`config.mk`:
```
export PLATFORM = sky130hd
export DESIGN_NAME = kvt_front
export DESIGN_NICKNAME = d
export VERILOG_FILES = /design/src/hdl/kvt_pkg.sv /design/src/hdl/kvt_front.sv
export SDC_FILE = /design/constraint.sdc
export NUM_CORES = 1
export LEC_CHECK = 0
export ABC_AREA = 1
export BUFFER_PORTS_ARGS = -buffer_cell sky130_fd_sc_hd__buf_2
export CAP_MARGIN = 20
export CORE_MARGIN = 10
export CORE_UTILIZATION = 40
export DETAILED_ROUTE_END_ITERATION = 10
export PLACE_DENSITY_LB_ADDON = 0.3
export SLEW_MARGIN = 25
export SYNTH_ARGS = -nofsm -noshare
export SYNTH_HDL_FRONTEND = slang
export SYNTH_SLANG_ARGS = --single-unit
```
`constraint.sdc`:
```
create_clock -name clk -period 7.4 [get_ports clk]
set_clock_uncertainty 0.2 [all_clocks]
set_input_delay 0 -clock clk [delete_from_list [all_inputs] [get_ports clk]]
set_output_delay 0 -clock clk [all_outputs]
set_load 0.1 [all_outputs]
```
`src/hdl/kvt_pkg.sv`:
```
package kvt_pkg;

  // Table geometry.
  localparam int MAX_ENTRIES = 256;
  localparam int ADDR_W      = $clog2(MAX_ENTRIES);
  localparam int CNT_W       = ADDR_W + 1;

  // Field widths.
  localparam int OP_W    = 3;
  localparam int KEY_W   = 32;
  localparam int VALUE_W = 64;
  localparam int SLOT_W  = 8;
  localparam int CAP_W   = 9;

  // Configuration port.
  localparam int        PADDR_W       = 3;
  localparam int        PDATA_W       = 32;
  localparam logic      REG_CAPACITY  = 1'b0;
  localparam logic [CAP_W-1:0] CAPACITY_RESET = 9'd256;

  // Operation codes.
  localparam logic [OP_W-1:0] OP_INSERT    = 3'd0;
  localparam logic [OP_W-1:0] OP_UPDATE    = 3'd1;
  localparam logic [OP_W-1:0] OP_UPSERT    = 3'd2;
  localparam logic [OP_W-1:0] OP_ERASE     = 3'd3;
  localparam logic [OP_W-1:0] OP_LOOKUP    = 3'd4;
  localparam logic [OP_W-1:0] OP_READ_SLOT = 3'd5;

  // How the back end handles an item.
  typedef enum logic [1:0] {
    KIND_SEARCH,
    KIND_SLOT,
    KIND_NONE
  } kind_t;

  // A classified item waiting for the back end.
  typedef struct packed {
    logic [OP_W-1:0]    op;
    kind_t              kind;
    logic [KEY_W-1:0]   key;
    logic [VALUE_W-1:0] value;
    logic [SLOT_W-1:0]  slot;
  } req_t;

  // One finished result.
  typedef struct packed {
    logic               ok;
    logic [VALUE_W-1:0] value_out;
    logic [KEY_W-1:0]   key_out;
    logic [CAP_W-1:0]   entry_count;
    logic               is_empty;
  } res_t;

endpackage

```
`src/hdl/kvt_front.sv`:
```
module kvt_front (
  input  logic                          clk,
  input  logic                          rst,
  input  logic                          push,
  output logic                          full,
  input  logic [kvt_pkg::OP_W-1:0]      op,
  input  logic [kvt_pkg::KEY_W-1:0]     key,
  input  logic [kvt_pkg::VALUE_W-1:0]   value,
  input  logic [kvt_pkg::SLOT_W-1:0]    slot,
  output logic                          req_valid,
  output kvt_pkg::req_t                 req,
  input  logic                          req_pop
);

  kvt_pkg::req_t   fifo [2];
  kvt_pkg::req_t   incoming;
  kvt_pkg::kind_t  kind;
  logic            wr_ptr;
  logic            rd_ptr;
  logic [1:0]      cnt;
  logic            push_ok;
  logic            pop_ok;

  // Classify the operation so the back end knows whether to search.
  always_comb begin
    if (op inside {kvt_pkg::OP_INSERT, kvt_pkg::OP_UPDATE, kvt_pkg::OP_UPSERT,
                   kvt_pkg::OP_ERASE, kvt_pkg::OP_LOOKUP}) begin
      kind = kvt_pkg::KIND_SEARCH;
    end else if (op == kvt_pkg::OP_READ_SLOT) begin
      kind = kvt_pkg::KIND_SLOT;
    end else begin
      kind = kvt_pkg::KIND_NONE;
    end
  end

  assign incoming = '{op: op, kind: kind, key: key, value: value, slot: slot};

  // Two-entry queue between the front and the back end.
  assign full      = (cnt == 2'd2);
  assign req_valid = (cnt != 2'd0);
  assign req       = fifo[rd_ptr];
  assign push_ok   = push && !full;
  assign pop_ok    = req_pop && req_valid;

  always_ff @(posedge clk) begin
    if (rst) begin
      wr_ptr <= 1'b0;
      rd_ptr <= 1'b0;
      cnt    <= 2'd0;
    end else begin
      if (push_ok) begin
        wr_ptr <= ~wr_ptr;
      end
      if (pop_ok) begin
        rd_ptr <= ~rd_ptr;
      end
      if (push_ok && !pop_ok) begin
        cnt <= cnt + 2'd1;
      end else if (!push_ok && pop_ok) begin
        cnt <= cnt - 2'd1;
      end
    end
  end

  // Queue payload needs no reset.
  always_ff @(posedge clk) begin
    if (push_ok) begin
      fifo[wr_ptr] <= incoming;
    end
  end

endmodule

```
==> out/summary.txt, run 1 <==
OUTCOME
----------------------------------------------------------------------------------------
Run status                                                                  finished clean

WORST SETUP PATH
----------------------------------------------------------------------------------------
Worst path arrival time                                                          3.47 ns
R2R Setup Slk                                                                    4.10 ns
Worst flop-to-flop path startpoint                                          cnt[1]$_SDFFE_PP0P_
CP startpoint kind                                                              register
Setup CP Type                                                               register to register
Largest driver fanout on the critical path                                             4
Required time at the worst-slack endpoint                                        7.57 ns
Startpoint of the worst setup timing path                                   cnt[1]$_SDFFE_PP0P_
Type of element capturing the critical path                                     register
Worst Reg-to-Reg Cells                                                                10
Endpoint of the most critical setup path                                    cnt[1]$_SDFFE_PP0P_
Reg-to-Reg End                                                              cnt[1]$_SDFFE_PP0P_

FLOORPLANNING
----------------------------------------------------------------------------------------
Cell Rows                                                                             52
Vertical die dimension                                                            163 µm
Die ar.                                                                        26500 µm²
Floorplan Core Area                                                            20100 µm²
Starting density of the core                                                       0.405
Horizontal die dimension                                                          163 µm
Total I/O pin count                                                                  222

PWR
----------------------------------------------------------------------------------------
Seq pwr share                                                                      0.352
Part of the total power dissipated in combinational logic                          0.428
Internal power summed over all cells                                             2.61 mW
Switching component of the power                                                 2.13 mW
Max VDD drop                                                                  0.000299 V
Power density over the cells                                                  412 nW/µm²
Cell leakage power                                                               4.35 nW
Switching Fraction                                                                 0.450
Clock power frac                                                                   0.220

PLACE
----------------------------------------------------------------------------------------
Detailed placer's ending HPWL                                                   11800 µm
PortBufs                                                                             221
Placer congestion estimate                                                         0.727

SYNTH
----------------------------------------------------------------------------------------
Most area-hungry cell type in the Yosys netlist                             sky130_fd_sc_hd__edfxtp_1
Total of warnings raised by yosys                                                      0
Post-Synthesis Mean Instance Area                                               21.4 µm²
Number of synthesized register bits                                                  223
Cells after synthesis                                                                380
Sequential fraction of the synthesis area                                          0.816
Distinct cell type count after synthesis                                              14
Cell types with the largest area share after synthesis                      sky130_fd_sc_hd__edfxtp_1, sky130_fd_sc_hd__mux2_2, sky130_fd_sc_hd__mux2_4
Combined area of all synthesized cells                                          8150 µm²
Net count of the mapped netlist                                                      492
Fraction of post-synthesis cell area in the top cell type by area                  0.804

GLOBAL ROUTE
----------------------------------------------------------------------------------------
Maximum number of pins on one net before global-route repair                          76
Via count of the first global-routing pass                                          5234
First-pass GRT wire length                                                      27700 µm
Antenna violations before repair                                                       0
Remaining Overflow, GRT                                                                0
Global-route total usage across every layer                                        0.130

TIMING
----------------------------------------------------------------------------------------
Setup TNS                                                                           0 ns
Slew at the pin closest to its max-slew limit                                   0.799 ns
Worst slew margin relative to its limit                                            0.468
Portion of the clock cycle consumed by the worst path in the final layout          0.446
Highest achievable clock rate                                                  0.303 GHz
Number of pins with negative max-slew slack in the final report                        0
Setup repair after global routing missed its margin                                   no
Min Tclk post-route                                                              3.30 ns
Final hold violation count                                                             0
Final setup viols                                                                      0

CTS
----------------------------------------------------------------------------------------
CTS sink cnt                                                                         223
Max Root-Sink Buffers                                                                  3
Clock slew at the register clock pins of the worst setup and hold paths          0.06 ns
Clock latency on the worst-skew pair                                             0.49 ns
Clock buffers created by TritonCTS                                                    23
Clock tree root driver cell                                                 sky130_fd_sc_hd__clkbuf_16
Buffer count from post-CTS setup fixing                                                0
TritonCTS clock tree                                                                 yes
Maximum level of the CTS H-tree                                                        1

FINISH
----------------------------------------------------------------------------------------
Share of post-route cells with drive strength above 1                              0.492
Post-route core utilization                                                        0.571
Area added between synthesis and finish                                            41.0%
Number of filler instances in the final layout                                      1535
Most common cell after layout, fill and taps aside                          sky130_fd_sc_hd__buf_2
Commonest cells after routing, fill and taps aside                          sky130_fd_sc_hd__buf_2, sky130_fd_sc_hd__edfxtp_1, sky130_fd_sc_hd__dlygate4sd3_1, sky130_fd_sc_hd__mux2_2, sky130_fd_sc_hd__clkbuf_16
Antenna diode count                                                                    0
Area of the multi-input gates                                                   1400 µm²
Sequential cell area                                                            6650 µm²
Number of nets in the layout                                                         847

DETAILED ROUTING
----------------------------------------------------------------------------------------
Average wire per cell in the routed design                                       17.9 µm
Detailed Route Iter0 Violations                                                      234
Number of vias per cell                                                             4.61
Number of iterations in the first detailed-routing pass                                4
Total length of routed wires                                                    18200 µm
Number of remaining DRC errors                                                         0
Detail Route Antenna Nets                                                              0
Routed via count                                                                    4704

RUN
----------------------------------------------------------------------------------------
Max cap viols                                                                          0

HOLD PATH
----------------------------------------------------------------------------------------
Hold WC Path Type                                                           input port to register

[Yosys cell counts]
cell                       number
sky130_fd_sc_hd__edfxtp_1     218
sky130_fd_sc_hd__mux2_2        99
sky130_fd_sc_hd__mux2_4        10
sky130_fd_sc_hd__buf_2          9
sky130_fd_sc_hd__inv_1          9
sky130_fd_sc_hd__nand2_1        9
sky130_fd_sc_hd__nor2_1         9
sky130_fd_sc_hd__dfxtp_1        5
sky130_fd_sc_hd__buf_6          3
sky130_fd_sc_hd__o21ai_0        3
sky130_fd_sc_hd__a21oi_1        2
sky130_fd_sc_hd__nand3_1        2
sky130_fd_sc_hd__ha_1           1
sky130_fd_sc_hd__nand4_1        1
[metal layers]
layer | share of wire | GRT usage
met5 | 0 | 0
met4 | 0.016 | 0.0373
met3 | 0.078 | 0.0410
met2 | 0.52 | 0.229
met1 | 0.39 | 0.149
[flip-flops by register name, indices dropped and copies added, names as in the netlist, named ones only]
register  count
fifo        218
cnt           2
rd_ptr        1
wr_ptr        1
[final cells by class]
type / instances / area share
clock buffers: 31 / 0.0527
clock inverters: 9 / 0.00686
inverters: 9 / 0.00294
multi-input cells: 136 / 0.122
flip-flops and latches: 223 / 0.579
well taps: 270 / 0.0294
repair buffers: 342 / 0.207
[how the worst min path moves through the flow]
stage	from	to	slack, ns	cells after the start
floorplan	slot[0]	fifo[0][0]$_DFFE_PP_	-0.10	0
CTS	value[17]	fifo[1][25]$_DFFE_PP_	0.001	2
global route	value[23]	fifo[1][31]$_DFFE_PP_	0.01	2
finish	value[22]	fifo[1][30]$_DFFE_PP_	0.02	2
detailed placement	value[16]	fifo[0][24]$_DFFE_PP_	-0.009	1
global placement	value[13]	fifo[1][21]$_DFFE_PP_	-0.01	1
[worst max-delay path, cell delays in order, from the launching register on]
cell	delay, ns
sky130_fd_sc_hd__dfxtp_1	0.35
sky130_fd_sc_hd__inv_1	0.09
sky130_fd_sc_hd__o21ai_0	0.62
sky130_fd_sc_hd__inv_1	0.16
sky130_fd_sc_hd__ha_1	0.36
sky130_fd_sc_hd__inv_1	0.09
sky130_fd_sc_hd__nand4_1	0.10
sky130_fd_sc_hd__nand2_1	0.08
sky130_fd_sc_hd__dlygate4sd3_1	0.55
sky130_fd_sc_hd__nor2_1	0.04
sky130_fd_sc_hd__dlygate4sd3_1	0.55
[power by group through the flow]
stage	registers, mW	logic (mW)	clock network (mW)
detailed placement	1.70	1.95	0
CTS	1.68	2.01	1.08
global route	1.69	2.09	1.13
finish	1.67	2.02	1.04
floorplan	1.68	1.70	0
global placement	1.69	1.94	0
[metrics by stage]
stage               instances  worst slack, ns  area, µm²  power [mW]  hold slack [ns]
floorplan                 380             1.55       8150        3.38           -0.101
global placement          862             4.33       9550        3.63          -0.0131
detailed placement        862             4.24       9550        3.65         -0.00930
CTS                      1016             4.18      11400        4.76          0.00117
global route             1020             4.00      11500        4.91           0.0111
finish                   1020             4.10      11500        4.73           0.0232
[kinds of logic after synthesis]
family,count (synthesis),synth area share
AND/OR/NAND/NOR,21,0.0103
multiplexers,109,0.155
buffers and inverters,21,0.0138
AO/OA/AOI/OAI,5,0.00307
flip-flops,223,0.816
adder cells (fa/ha/maj),1,0.00154
[repair_timing]
item | 4_1_cts | 5_1_grt
resized for setup | 0 | 0
hold buffers | 114 | 0
endpoints found under the hold margin | 223 | 0
Power figures use the tool's default switching activity.
==> inputs of run 2 (changes only) <==
- clock period: 7.4 -> 2.81 ns (I/O delays scaled with it)
==> out/summary.txt, run 2 (same netlist as run 1, synthesis figures left out) <==
FINISH
----------------------------------------------------------------------------------------
Most common cell after layout, fill and taps aside                          sky130_fd_sc_hd__buf_2
Area added between synthesis and finish                                            44.3%
Flip-flop count of the largest register after layout                                 218   unchanged
Share of post-route cells with drive strength above 1                              0.490   -0.00239
Post-route cell area                                                           11800 µm²   +2.3%
Top register by number of flip-flops                                                fifo
Non-Filler Instances                                                                1041   +2.1%
Number of nets in the layout                                                         865   +2.1%
Largest regs                                                                fifo: 218 flops, cnt: 2 flops
Commonest cells after routing, fill and taps aside                          sky130_fd_sc_hd__buf_2, sky130_fd_sc_hd__edfxtp_1, sky130_fd_sc_hd__dlygate4sd3_1, sky130_fd_sc_hd__mux2_2, sky130_fd_sc_hd__clkbuf_16
Post-route core utilization                                                        0.585   +0.0133

PWR
----------------------------------------------------------------------------------------
Max VDD drop                                                                  0.000784 V   +160%
Power density over the cells                                                 1100 nW/µm²   +170%
Overall power                                                                    12.9 mW   +170%
Cell leakage power                                                               4.47 nW   +2.8%

DETAILED ROUTING
----------------------------------------------------------------------------------------
Detail Route Antenna Nets                                                              0   unchanged
Number of vias per cell                                                             4.61   about the same
Detailed Route Iter0 Violations                                                      272   +16%
Average wire per cell in the routed design                                       18.1 µm   +1.3%
Routed via count                                                                    4801   +2.1%
Total length of routed wires                                                    18900 µm   +3.4%
Number of remaining DRC errors                                                         0   unchanged
Number of iterations in the first detailed-routing pass                                4   unchanged

GLOBAL ROUTE
----------------------------------------------------------------------------------------
Maximum number of pins on one net before global-route repair                         110   +45%
Global-route total usage across every layer                                        0.136   +0.00558
Via count of the first global-routing pass                                          5340   +2.0%
First-pass GRT wire length                                                      28900 µm   +4.5%
Antenna violations before repair                                                       0   unchanged
Remaining Overflow, GRT                                                                0   unchanged

FLOORPLANNING
----------------------------------------------------------------------------------------
Horizontal die dimension                                                          163 µm   unchanged
Starting density of the core                                                       0.405   unchanged
Total I/O pin count                                                                  222   unchanged
Floorplan Core Area                                                            20100 µm²   unchanged
Vertical die dimension                                                            163 µm   unchanged
Cell Rows                                                                             52   unchanged
Die ar.                                                                        26500 µm²   unchanged

TIMING
----------------------------------------------------------------------------------------
Slew at the pin closest to its max-slew limit                                   0.674 ns   -0.125 ns
Final setup viols                                                                      0   unchanged
Worst slew margin relative to its limit                                            0.551   +0.0832
Final hold violation count                                                             0   unchanged
Portion of the clock cycle consumed by the worst path in the final layout          0.843
Setup TNS                                                                           0 ns   unchanged
Min Tclk post-route                                                              2.37 ns
Setup repair after global routing missed its margin                                   no
Highest achievable clock rate                                                  0.422 GHz
PnR worst setup slack                                                           0.442 ns   -3.66 ns
Post-route worst hold slack                                                    0.0169 ns   -0.00631 ns
Number of pins with negative max-slew slack in the final report                        0   unchanged

WORST SETUP PATH
----------------------------------------------------------------------------------------
Worst path arrival time                                                          2.17 ns   -1.30 ns
CP startpoint kind                                                              register
Slowest cell on the critical path                                           sky130_fd_sc_hd__buf_12
Required time at the worst-slack endpoint                                        2.61 ns   -4.96 ns
Setup CP Type                                                               register to output pin
Largest stage delay, worst path                                                  0.47 ns   -0.15 ns
Sum of buffers and inverters on the critical path                                      2   -3
Largest driver fanout on the critical path                                           109   +105
Dominant delay contributor by cell family on the critical path              buffers and inverters
Type of element capturing the critical path                                   output pin
Cell breakdown of the critical path                                         buf_12 -> mux2_2 -> buf_2

PLACE
----------------------------------------------------------------------------------------
Worst setup slack after placement                                               0.943 ns   -3.29 ns
Placer congestion estimate                                                         0.751   +3.3%
PortBufs                                                                             221   unchanged
Detailed placer's ending HPWL                                                   11500 µm   -2.0%
Dpl cells                                                                            864   +0.23%
Placed instance area                                                            9610 µm²   +0.59%

RUN
----------------------------------------------------------------------------------------
Max cap viols                                                                          0   unchanged

CTS
----------------------------------------------------------------------------------------
Max Root-Sink Buffers                                                                  3   unchanged
TritonCTS clock tree                                                                 yes
Clock tree root driver cell                                                 sky130_fd_sc_hd__clkbuf_16
Clock slew at the register clock pins of the worst setup and hold paths          0.06 ns   about the same
Maximum level of the CTS H-tree                                                        1   unchanged
Clock latency on the worst-skew pair                                             0.51 ns   +0.02 ns
CTS sink cnt                                                                         223   unchanged
Clock buffers created by TritonCTS                                                    24   +4.3%
Post-cts sizing count                                                                  0   unchanged

OUTCOME
----------------------------------------------------------------------------------------
Run status                                                                  finished clean

HOLD PATH
----------------------------------------------------------------------------------------
Hold WC Path Type                                                           input port to register

## run 2: final timing paths
check / startpoint / to / slack, ns / cells after the start
setup / recovery: register / req[94] / 0.44 / 3
hold / removal: value[34] / fifo[0][42]$_DFFE_PP_ / 0.02 / 2
setup reg to reg: cnt[1]$_SDFFE_PP0P_ / cnt[1]$_SDFFE_PP0P_ / 0.54 / 9
hold reg to reg: rd_ptr$_SDFFE_PP0P_ / register / 0.31 / 2
## run 2: routing by layer
layer,part of all wire,vias up,global-route usage
met5,0,-,0
met3,0.083,25,0.0470
met2,0.52,178,0.238
met4,0.017,0,0.0402
li1,-,2241,-
met1,0.38,2357,0.152
## run 2: cell type report
| class | instances | area, µm² |
|---|---|---|
| flip-flops and latches | 223 | 6650 |
| clock buffers | 27 | 612 |
| fillers | 1504 | 8350 |
| clock inverters | 16 | 201 |
| inverters | 9 | 33.8 |
| multi-input cells | 136 | 1410 |
| repair buffers | 359 | 2510 |
| well taps | 270 | 338 |
| diodes | 1 | 2.50 |
## run 2: where the power goes
part	internal, mW	switching, mW
Sequential	4.21	0.107
Clock	1.95	1.23
Combinational	1.03	4.36
Total	7.19	5.71
## run 2: repair_timing
| action | 4_1_cts | 5_1_grt |
|---|---|---|
| hold buffers | 133 | 0 |
| endpoints found under the hold margin | 232 | 0 |
| setup endpoints to repair | 0 | 0 |
| buffers inserted | 0 | 0 |
